## config.mk

```make
export PLATFORM = sky130hd
export DESIGN_NAME = ggnh_ctrl
export DESIGN_NICKNAME = d
export VERILOG_FILES = /design/src/hdl/ggnh_pkg.sv /design/src/hdl/ggnh_ctrl.sv
export SDC_FILE = /design/constraint.sdc
export NUM_CORES = 1
export LEC_CHECK = 0
export ABC_AREA = 1
export BUFFER_PORTS_ARGS = -buffer_cell sky130_fd_sc_hd__clkbuf_2
export CORE_AREA = 2 2 39 41
export DETAILED_ROUTE_END_ITERATION = 6
export DIE_AREA = 0 0 41 43
export PLACE_DENSITY = 0.43
export REMOVE_ABC_BUFFERS = 1
export SLEW_MARGIN = 25
export SYNTH_ARGS = -nofsm -noshare
export SYNTH_HDL_FRONTEND = slang
export SYNTH_SLANG_ARGS = --single-unit
```

## constraint.sdc

```tcl
create_clock -name i_clk -period 1.3 [get_ports i_clk]
set_clock_uncertainty 0.05 [all_clocks]
set_input_delay 0.26 -clock i_clk [delete_from_list [all_inputs] [get_ports i_clk]]
set_output_delay 0.26 -clock i_clk [all_outputs]
set_load 0.01 [all_outputs]
```

## src/hdl/ggnh_pkg.sv

```systemverilog
// Shared types, constants and codes for the geographic next-hop table.
package ggnh_pkg;

    localparam int DEPTH = 16;
    localparam int IDX_W = (DEPTH > 1) ? $clog2(DEPTH) : 1;
    localparam int CNT_W = $clog2(DEPTH + 1);
    localparam int DIST_W = 34;

    localparam logic [2:0] FN_ADD    = 3'd0;
    localparam logic [2:0] FN_UPDATE = 3'd1;
    localparam logic [2:0] FN_DELETE = 3'd2;
    localparam logic [2:0] FN_LOOKUP = 3'd3;
    localparam logic [2:0] FN_PREDICT = 3'd4;
    localparam logic [2:0] FN_QUERY  = 3'd5;

    localparam logic [15:0] RANGE_RESET = 16'd250;

    typedef struct packed {
        logic [2:0]         func;
        logic [31:0]        node_addr;
        logic [15:0]        pos_x;
        logic [15:0]        pos_y;
        logic [15:0]        pos_z;
        logic signed [15:0] vel_x;
        logic signed [15:0] vel_y;
        logic signed [15:0] vel_z;
        logic [15:0]        stamp_or_now;
    } t_in_item;

    typedef struct packed {
        logic               success;
        logic [31:0]        next_hop;
        logic [15:0]        res_x;
        logic [15:0]        res_y;
        logic [15:0]        res_z;
        logic signed [15:0] res_vx;
        logic signed [15:0] res_vy;
        logic signed [15:0] res_vz;
        logic [15:0]        res_stamp;
        logic [4:0]         entry_count;
        logic               recovery_ok;
    } t_out_item;

    typedef struct packed {
        logic [31:0]       key;
        logic [2:0][15:0]  pos;
        logic [2:0][15:0]  vel;
        logic [15:0]       stamp;
    } t_rec;

    localparam int REC_W = $bits(t_rec);

    typedef struct packed {
        logic load;
        logic exec;
        logic start_scan;
        logic finish;
    } t_cmd;

    typedef struct packed {
        logic busy;
        logic hit;
        logic is_query;
        logic out_free;
    } t_sts;

endpackage

```

## src/hdl/ggnh_ctrl.sv

```systemverilog
// Controller state machine sequencing the table operations.
module ggnh_ctrl import ggnh_pkg::*; (
    input  logic i_clk,
    input  logic i_rst_n,
    input  logic i_in_valid,
    output logic o_in_stall,
    input  t_sts i_sts,
    output t_cmd o_cmd
);

    typedef enum logic [4:0] {
        ST_IDLE = 5'b00001,
        ST_FIND = 5'b00010,
        ST_EXEC = 5'b00100,
        ST_SCAN = 5'b01000,
        ST_RES  = 5'b10000
    } t_state;

    t_state r_state, n_state;

    always_ff @(posedge i_clk) begin
        if (!i_rst_n) begin
            r_state <= ST_IDLE;
        end else begin
            r_state <= n_state;
        end
    end

    always_comb begin
        n_state = r_state;
        o_cmd = '0;
        unique case (r_state)
            ST_IDLE: begin
                if (i_in_valid) begin
                    o_cmd.load = 1'b1;
                    n_state = ST_FIND;
                end
            end
            ST_FIND: begin
                if (!i_sts.busy) begin
                    n_state = ST_EXEC;
                end
            end
            ST_EXEC: begin
                o_cmd.exec = 1'b1;
                if (i_sts.is_query && i_sts.hit) begin
                    o_cmd.start_scan = 1'b1;
                    n_state = ST_SCAN;
                end else begin
                    n_state = ST_RES;
                end
            end
            ST_SCAN: begin
                if (!i_sts.busy) begin
                    n_state = ST_RES;
                end
            end
            ST_RES: begin
                if (i_sts.out_free) begin
                    o_cmd.finish = 1'b1;
                    n_state = ST_IDLE;
                end
            end
            default: n_state = ST_IDLE;
        endcase
    end

    assign o_in_stall = (r_state != ST_IDLE);

endmodule

```

==> results.md, run 1 <==
- Min Tclk post-route: 1.446 ns
- Reg2Reg Launch Point: r_state[0]$_SDFFE_PN1P_
- Clock Sinks: 5
- CP startpoint kind: register
- Worst Reg-to-Reg Cells: 9
- Clock power share: between 30% and 40%
- CP max FO: 3
- WL met1: 409 um
- Met2 WL post-DR: between 400 and 500 um
- Worst Max-Slew Pin Slew: between 0.15 and 0.2 ns
- Final worst setup slack: -0.1460 ns
- Leading area contributor after synthesis: dfxtp_1
- Placement Setup Slack: just under 0.04 ns
- Max FFs per register: 5
- F_max: 0.6916 GHz
- Fillers: 156
- Top FF cell, synth: dfxtp_1
- Top post-synthesis cells by area: dfxtp_1, inv_1, nand4_1
- Crit-path cells: inv_1, nor2_2, nand3_2, nor2_2, buf_2
- Stages on the worst setup path: 5
- Most frequent cell on the critical path: nor2_2
- Pwr Density: 905.3 mW/mm^2
- Ys async rst share: 0%
- Final Core Density: 39.69%
- Die H: 43 um
- Tot GR Track Use: 11.75%
- Top-count cell post-synth: inv_1
- EDFF count, synth: 0
- CP endpoint: o_cmd[3]
- Top cells by count, synth: inv_1, nand2_1, dfxtp_1, nand3_1, nand4_1
- Outcome: finished, violations left
- Count of TritonRoute iterations in the first routing pass: 4
- Die width: 41 um
- Hold WC Path Type: in2reg
- LEAKAGE: approximately 0.00028 uW
- Share of cells above drive strength 1: a little under three fifths
- Sequential power share: 34.6%
- FF-to-FF setup slack: 0 ns
- FF+latch count, synth: 5
- Final Power: 497.3 uW
- Clock root buffer: clkbuf_4
- IO Port Bufs: 11
- Number of global-route vias before repair: 351
- Worst IR drop on VDD: 475.5 uV
- Pin count of the biggest net entering global routing: 9
- Cell Area, Placed: between 400 and 500 sq um
- Failing checks: setup timing
- Total wire length: around 860 um
- Leading registers by flop count: r_state: 5 flops
- Max transition margin: 87.64%
- Top sig layer: met3
- Post-DRT Antenna Nets: 0
- Initial antenna violation count: 0
- Critical Path RT: 0.99 ns
- CTS hold repair buffers: 0
- RSZ-0062 raised after global routing: true
- Mapped Cells: 51
- Num ports: 12
- Cell total after placement: 78
- CP Launch Point: r_state[0]$_SDFFE_PN1P_
- Largest stage delay, worst path: 0.35 ns
- Final Slew Violations: 0
- Final period util: 111.2%
- Diode count: 0
- Arr. time, crit path: 1.14 ns
- WL/cell: ~9.3 um
- Gpl congestion: approximately 0.77
- Starting Density: around a quarter
- Vias: 399
- Synth-to-Final Area Change: 64.42%
- CTS tree: yes
- DR WL met3: roughly 18 um
- Non-filler cells in the finished layout: 92
- Vias/cell: 4.337
- Placement Rows: 14
- Die area: 0.001763 sq mm
- Sw power: 146.7 uW
- CTS H-Tree Depth: 1
- Clk buf depth: 2
- CP Capture Type: output pin
- Net Sw Frac: just under 30%
- Total grt overflow: 0
- Final setup vio count: 5
- Residual DRC count: 0
- Cts bufs inserted: 3
- Power Internal: 350.6 uW
- R2R Path End: r_state[0]$_SDFFE_PN1P_
- Design area: between 500 and 600 sq um
- Comb power frac: 29.1%
- Maxcap violations: 0
- Netlist cell types: 12
- Clk_lat worst skew: 0.24 ns
- First-pass GRT wire length: approximately 1400 um
- DPL Wire Length: 605.4 um
- Warnings from Yosys: 0
- Core ar.: 0.001384 sq mm
- Post-Syn Area per Cell: between 6 and 7 sq um
- Top reg by flops: r_state
- Nets: 84
- Critical Path Slowest Stage Cell: dfxtp_2
- Worst-path clk slew: 0.04 ns
- Setup Crit Path Kind: reg2out
- Area of the mapped netlist: ~330 sq um
- Yosys top cell area share: between 20% and 30%
- Buf/Inv on CP: 2
- Final hold violations: 0
- Kind of cell adding the most delay to the critical path: flip-flops
- Sequential area share after synthesis: 29.96%
- DR iter-0 viols: 12
[power groups by stage]
| stage | Clock, uW | Combinational [uW] | Sequential, uW |
|---|---|---|---|
| after CTS | 190 | 113 | 173 |
| after global placement | 0 | 96.4 | 172 |
| after detailed placement | 0 | 94.0 | 172 |
| after global routing | 200 | 159 | 173 |
| final | 180 | 145 | 172 |
| after floorplan | 0 | 63.7 | 171 |
[routing by layer]
layer  vias to the layer above  track usage, %
met5                         -               0
met4                         0           2.000
met3                         0           7.853
met2                         9           16.25
met1                       176           15.11
li1                        214               -
[how the worst min path moves through the flow]
stage | start | to | depth (start not counted)
after floorplan | i_rst_n | r_state[0]$_SDFFE_PN1P_ | 1
after global placement | i_rst_n | r_state[0]$_SDFFE_PN1P_ | 2
after detailed placement | i_rst_n | r_state[0]$_SDFFE_PN1P_ | 2
after CTS | i_rst_n | r_state[0]$_SDFFE_PN1P_ | 2
after global routing | i_rst_n | r_state[0]$_SDFFE_PN1P_ | 2
final | i_rst_n | r_state[0]$_SDFFE_PN1P_ | 2
[worst register-to-register path: stages (launching register included)]
cell and delay (ns):
dfxtp_2 0.35, inv_1 0.06, nor2_2 0.15, nand3_2 0.11
buf_4 0.15, buf_4 0.12, nand2_1 0.06, nor2_1 0.04
nand2_1 0.05, nand3_1 0.06
[stage by stage]
stage | hold WS [ns] | TNS (ns)
after floorplan | 0.2941 | 0
after global placement | 0.4067 | 0
after detailed placement | 0.4010 | 0
after CTS | 0.1503 | -0.5082
after global routing | 0.1667 | -0.9250
final | 0.1563 | -0.5051
[layout make-up]
| class | count | area (sq um) | area share (%) |
|---|---|---|---|
| multi-input combinational | 34 | 214.0 | 38.95 |
| timing repair buffer | 21 | 136.4 | 24.83 |
| sequential | 5 | 107.6 | 19.59 |
| inverter | 12 | 45.04 | 8.200 |
| clock buffer | 4 | 26.28 | 4.784 |
| tap | 16 | 20.02 | 3.645 |
[kinds of logic after synthesis]
family	synth area share [%]
and+or+nand+nor	52.05
buffers and inverters	13.48
DFF	29.96
AOI/OAI and AO/OA	4.493
[layout by cell type, fill, tap and decap left out, types with 2 or more instances in the layout]
cell type	n
nand3_2	2
nor2_2	3
nor2_4	4
nand4_1	5
dfxtp_2	3
nand3_1	4
inv_2	4
buf_2	3
inv_1	8
nor2_1	3
buf_4	10
clkbuf_2	7
a21oi_1	3
nand2_1	8
clkbuf_4	3
[repair_timing]
| action | CTS | global route |
|---|---|---|
| pin swaps | 3 | 9 |
| setup buffers | 4 | 6 |
| hold endpoints to repair | 0 | 0 |
| endpoints found under the setup margin | 5 | 7 |
| gates resized for setup | 4 | 12 |
Power figures use the tool's default switching activity.
==> run 2, diff against run 1 <==
--- a/config.mk
+++ b/config.mk
@@ -7,9 +7,10 @@
 export LEC_CHECK = 0
 export ABC_AREA = 1
 export BUFFER_PORTS_ARGS = -buffer_cell sky130_fd_sc_hd__clkbuf_2
-export CORE_AREA = 2 2 39 41
+export CORE_AREA = 5 5 42 44
+export CTS_CLUSTER_DIAMETER = 60
 export DETAILED_ROUTE_END_ITERATION = 6
-export DIE_AREA = 0 0 41 43
+export DIE_AREA = 0 0 47 49
 export PLACE_DENSITY = 0.43
 export REMOVE_ABC_BUFFERS = 1
 export SLEW_MARGIN = 25
==> run 2 against run 1 <==
  * Non-clock buffer count is 3 lower
  * The run still ends with setup timing left
  * Maximum frequency grew 1.1%
  * Largest cell class unchanged
  * Utilization decreased by 3.1 points
  * Critical path depth decreased by 1
  * First-iteration DRC count down 58%
  * Combinational power fell by 10%
  * Register-to-register slack barely moved
  * Die area is 31% higher
  * Global-route usage shrank 3.1 points
==> results.md, run 2 (synthesized netlist as in run 1, its figures left out) <==
- Total grt overflow: 0
- F_max: 0.6989 GHz
- Nets: roughly 80
- Critical Path RT: about 0.99 ns
- First-pass GRT wire length: 1393 um
- Final Slew Violations: 0
- Leading registers by flop count: r_state: 5 flops
- Final hold violations: 0
- Clk_lat worst skew: 0.25 ns
- DPL Wire Length: 614.3 um
- Core ar.: around 0.0014 sq mm
- Largest stage delay, worst path: 0.36 ns
- Critical Path Slowest Stage Cell: dfxtp_4
- Share of cells above drive strength 1: 53.42%
- Total wire length: 827 um
- Pin count of the biggest net entering global routing: 9
- Die width: 47 um
- Kind of cell adding the most delay to the critical path: simple AND/OR/NAND/NOR gates
- Vias: between 300 and 400
- Most common cell after layout, fill and taps aside: clkbuf_2
- Failing checks: setup timing
- CP Capture Type: output pin
- Arr. time, crit path: roughly 1.1 ns
- Die area: 0.002303 sq mm
- Number of global-route vias before repair: around 350
- R2R Path End: r_state[4]$_SDFFE_PN0P_
- Tot GR Track Use: under 10%
- Buf/Inv on CP: 1
- Max transition margin: between 80% and 90%
- Outcome: finished, violations left
- Maxcap violations: 0
- CP startpoint kind: register
- Hold_ws: 0.1557 ns
- Clock root buffer: clkbuf_4
- Hold path startpoint: i_rst_n
- CTS tree: yes
- Reg area: 110.1 sq um
- IO Port Bufs: 11
- Die H: 49 um
- Cell total after placement: 79
- Non-filler cells in the finished layout: a little under 90
- Clock power share: 38.2%
- CTS H-Tree Depth: 1
- Cts bufs inserted: 3
- Min Tclk post-route: 1.431 ns
- Initial antenna violation count: 0
- Power Internal: 342.5 uW
- Max FFs per register: 5
- Gpl congestion: 0.7905
- Net Sw Frac: 30.35%
- Diode count: 0
- Clock Sinks: 5
- Setup Crit Path Kind: reg2out
- Post-DRT Antenna Nets: 0
- Worst Max-Slew Pin Slew: 0.1516 ns
- Num ports: 12
- Vias/cell: 4.404
- Hold WC Path Type: in2reg
- Multi-input gate area: 203.9 sq um
- Most frequent cell on the critical path: nor2_4
- WL/cell: 9.292 um
- Fillers: 168
- Crit-path cells: nor2_4, nand3_2, nor2_4, clkbuf_2
- Residual DRC count: 0
- Placement Rows: 14
- Reg2Reg Launch Point: r_state[1]$_SDFFE_PN0P_
- Hold Path Sink: r_state[0]$_SDFFE_PN1P_
- Worst Reg-to-Reg Cells: 8
- Final Core Density: 36.61%
- CP max FO: 3
- Comb power frac: 26.3%
- Clk buf depth: 2
- Sequential power share: 35.5%
- Count of TritonRoute iterations in the first routing pass: 4
- Pwr Density: roughly 960 mW/mm^2
- FF-to-FF setup slack: ~0.010 ns
- DR iter-0 viols: 5
- Top reg by flops: r_state
- Starting Density: 23.84%
- Final worst setup slack: -0.1309 ns
- Final period util: 110.1%
- Most frequent cells in the layout: clkbuf_2, nand2_1, inv_1, buf_4
- Worst IR drop on VDD: 568.1 uV
- LEAKAGE: roughly 0.00026 uW
- Sw power: 149.3 uW
- Hold path cells: 2
- Synth-to-Final Area Change: 53.56%
- Final setup vio count: 5
- Worst-path clk slew: approximately 0.050 ns
- RSZ-0062 raised after global routing: true
## run 2: cell count changes in the layout (fill, tap and decap cells not counted), sizes merged
cell / previous run / this run
buf: 14 / 9
clkbuf: 11 / 13
## run 2: stage by stage
step	setup TNS, ns	instance area, sq um	total power (uW)	worst slack (ns)
6_report	-0.3899	513.0	491.8	-0.1309
5_1_grt	-0.9748	513.0	536.1	-0.2095
4_1_cts	-0.4486	506.7	500.1	-0.1393
3_5_place_dp	0	416.7	271.9	0.02724
3_3_place_gp	0	416.7	274.9	0.05026
2_1_floorplan	0	334.1	234.8	0.1846
## run 2: final cells by class
class / instances / share of cell area [%]
well taps: 16 / 3.902
inverters: 12 / 8.780
clock buffers: 4 / 5.122
multi-input cells: 34 / 39.76
flip-flops and latches: 5 / 21.46
repair buffers: 18 / 20.98
## run 2: how the worst max path moves through the flow
stage	end	start	cells past startpoint	slack (ns)
after floorplan	o_cmd[3]	r_state[3]$_SDFFE_PN0P_	3	0.18
after global placement	o_cmd[1]	r_state[0]$_SDFFE_PN1P_	4	0.05
after detailed placement	o_cmd[1]	r_state[0]$_SDFFE_PN1P_	4	0.03
after CTS	o_cmd[1]	r_state[2]$_SDFFE_PN0P_	5	-0.14
after global routing	o_cmd[1]	r_state[2]$_SDFFE_PN0P_	5	-0.21
final	o_cmd[1]	r_state[1]$_SDFFE_PN0P_	4	-0.13
## run 2: power groups by stage
stage | Combinational [uW] | Sequential (uW) | Clock (uW)
3_5_place_dp | 100 | 172 | 0
3_3_place_gp | 103 | 172 | 0
2_1_floorplan | 63.7 | 171 | 0
4_1_cts | 130 | 175 | 195
5_1_grt | 144 | 176 | 216
6_report | 130 | 175 | 188
## run 2: repair_timing
item / in CTS / in global routing
hold buffers: 0 / 0
pin swaps: 5 / 0
gates resized for setup: 8 / 5
buffers inserted: 6 / 0
cloned: 0 / 0
setup endpoints to repair: 5 / 8
## run 2: layer usage
layer  vias to the layer above  share of wire, %  wire, um  track usage (%)
li1                        210                 -         -                -
met1                       169                42       347            9.934
met4                         0               1.2        10            2.765
met3                         2               7.3        60            6.642
met2                        11                49       408            11.99
met5                         -                 0         0                0
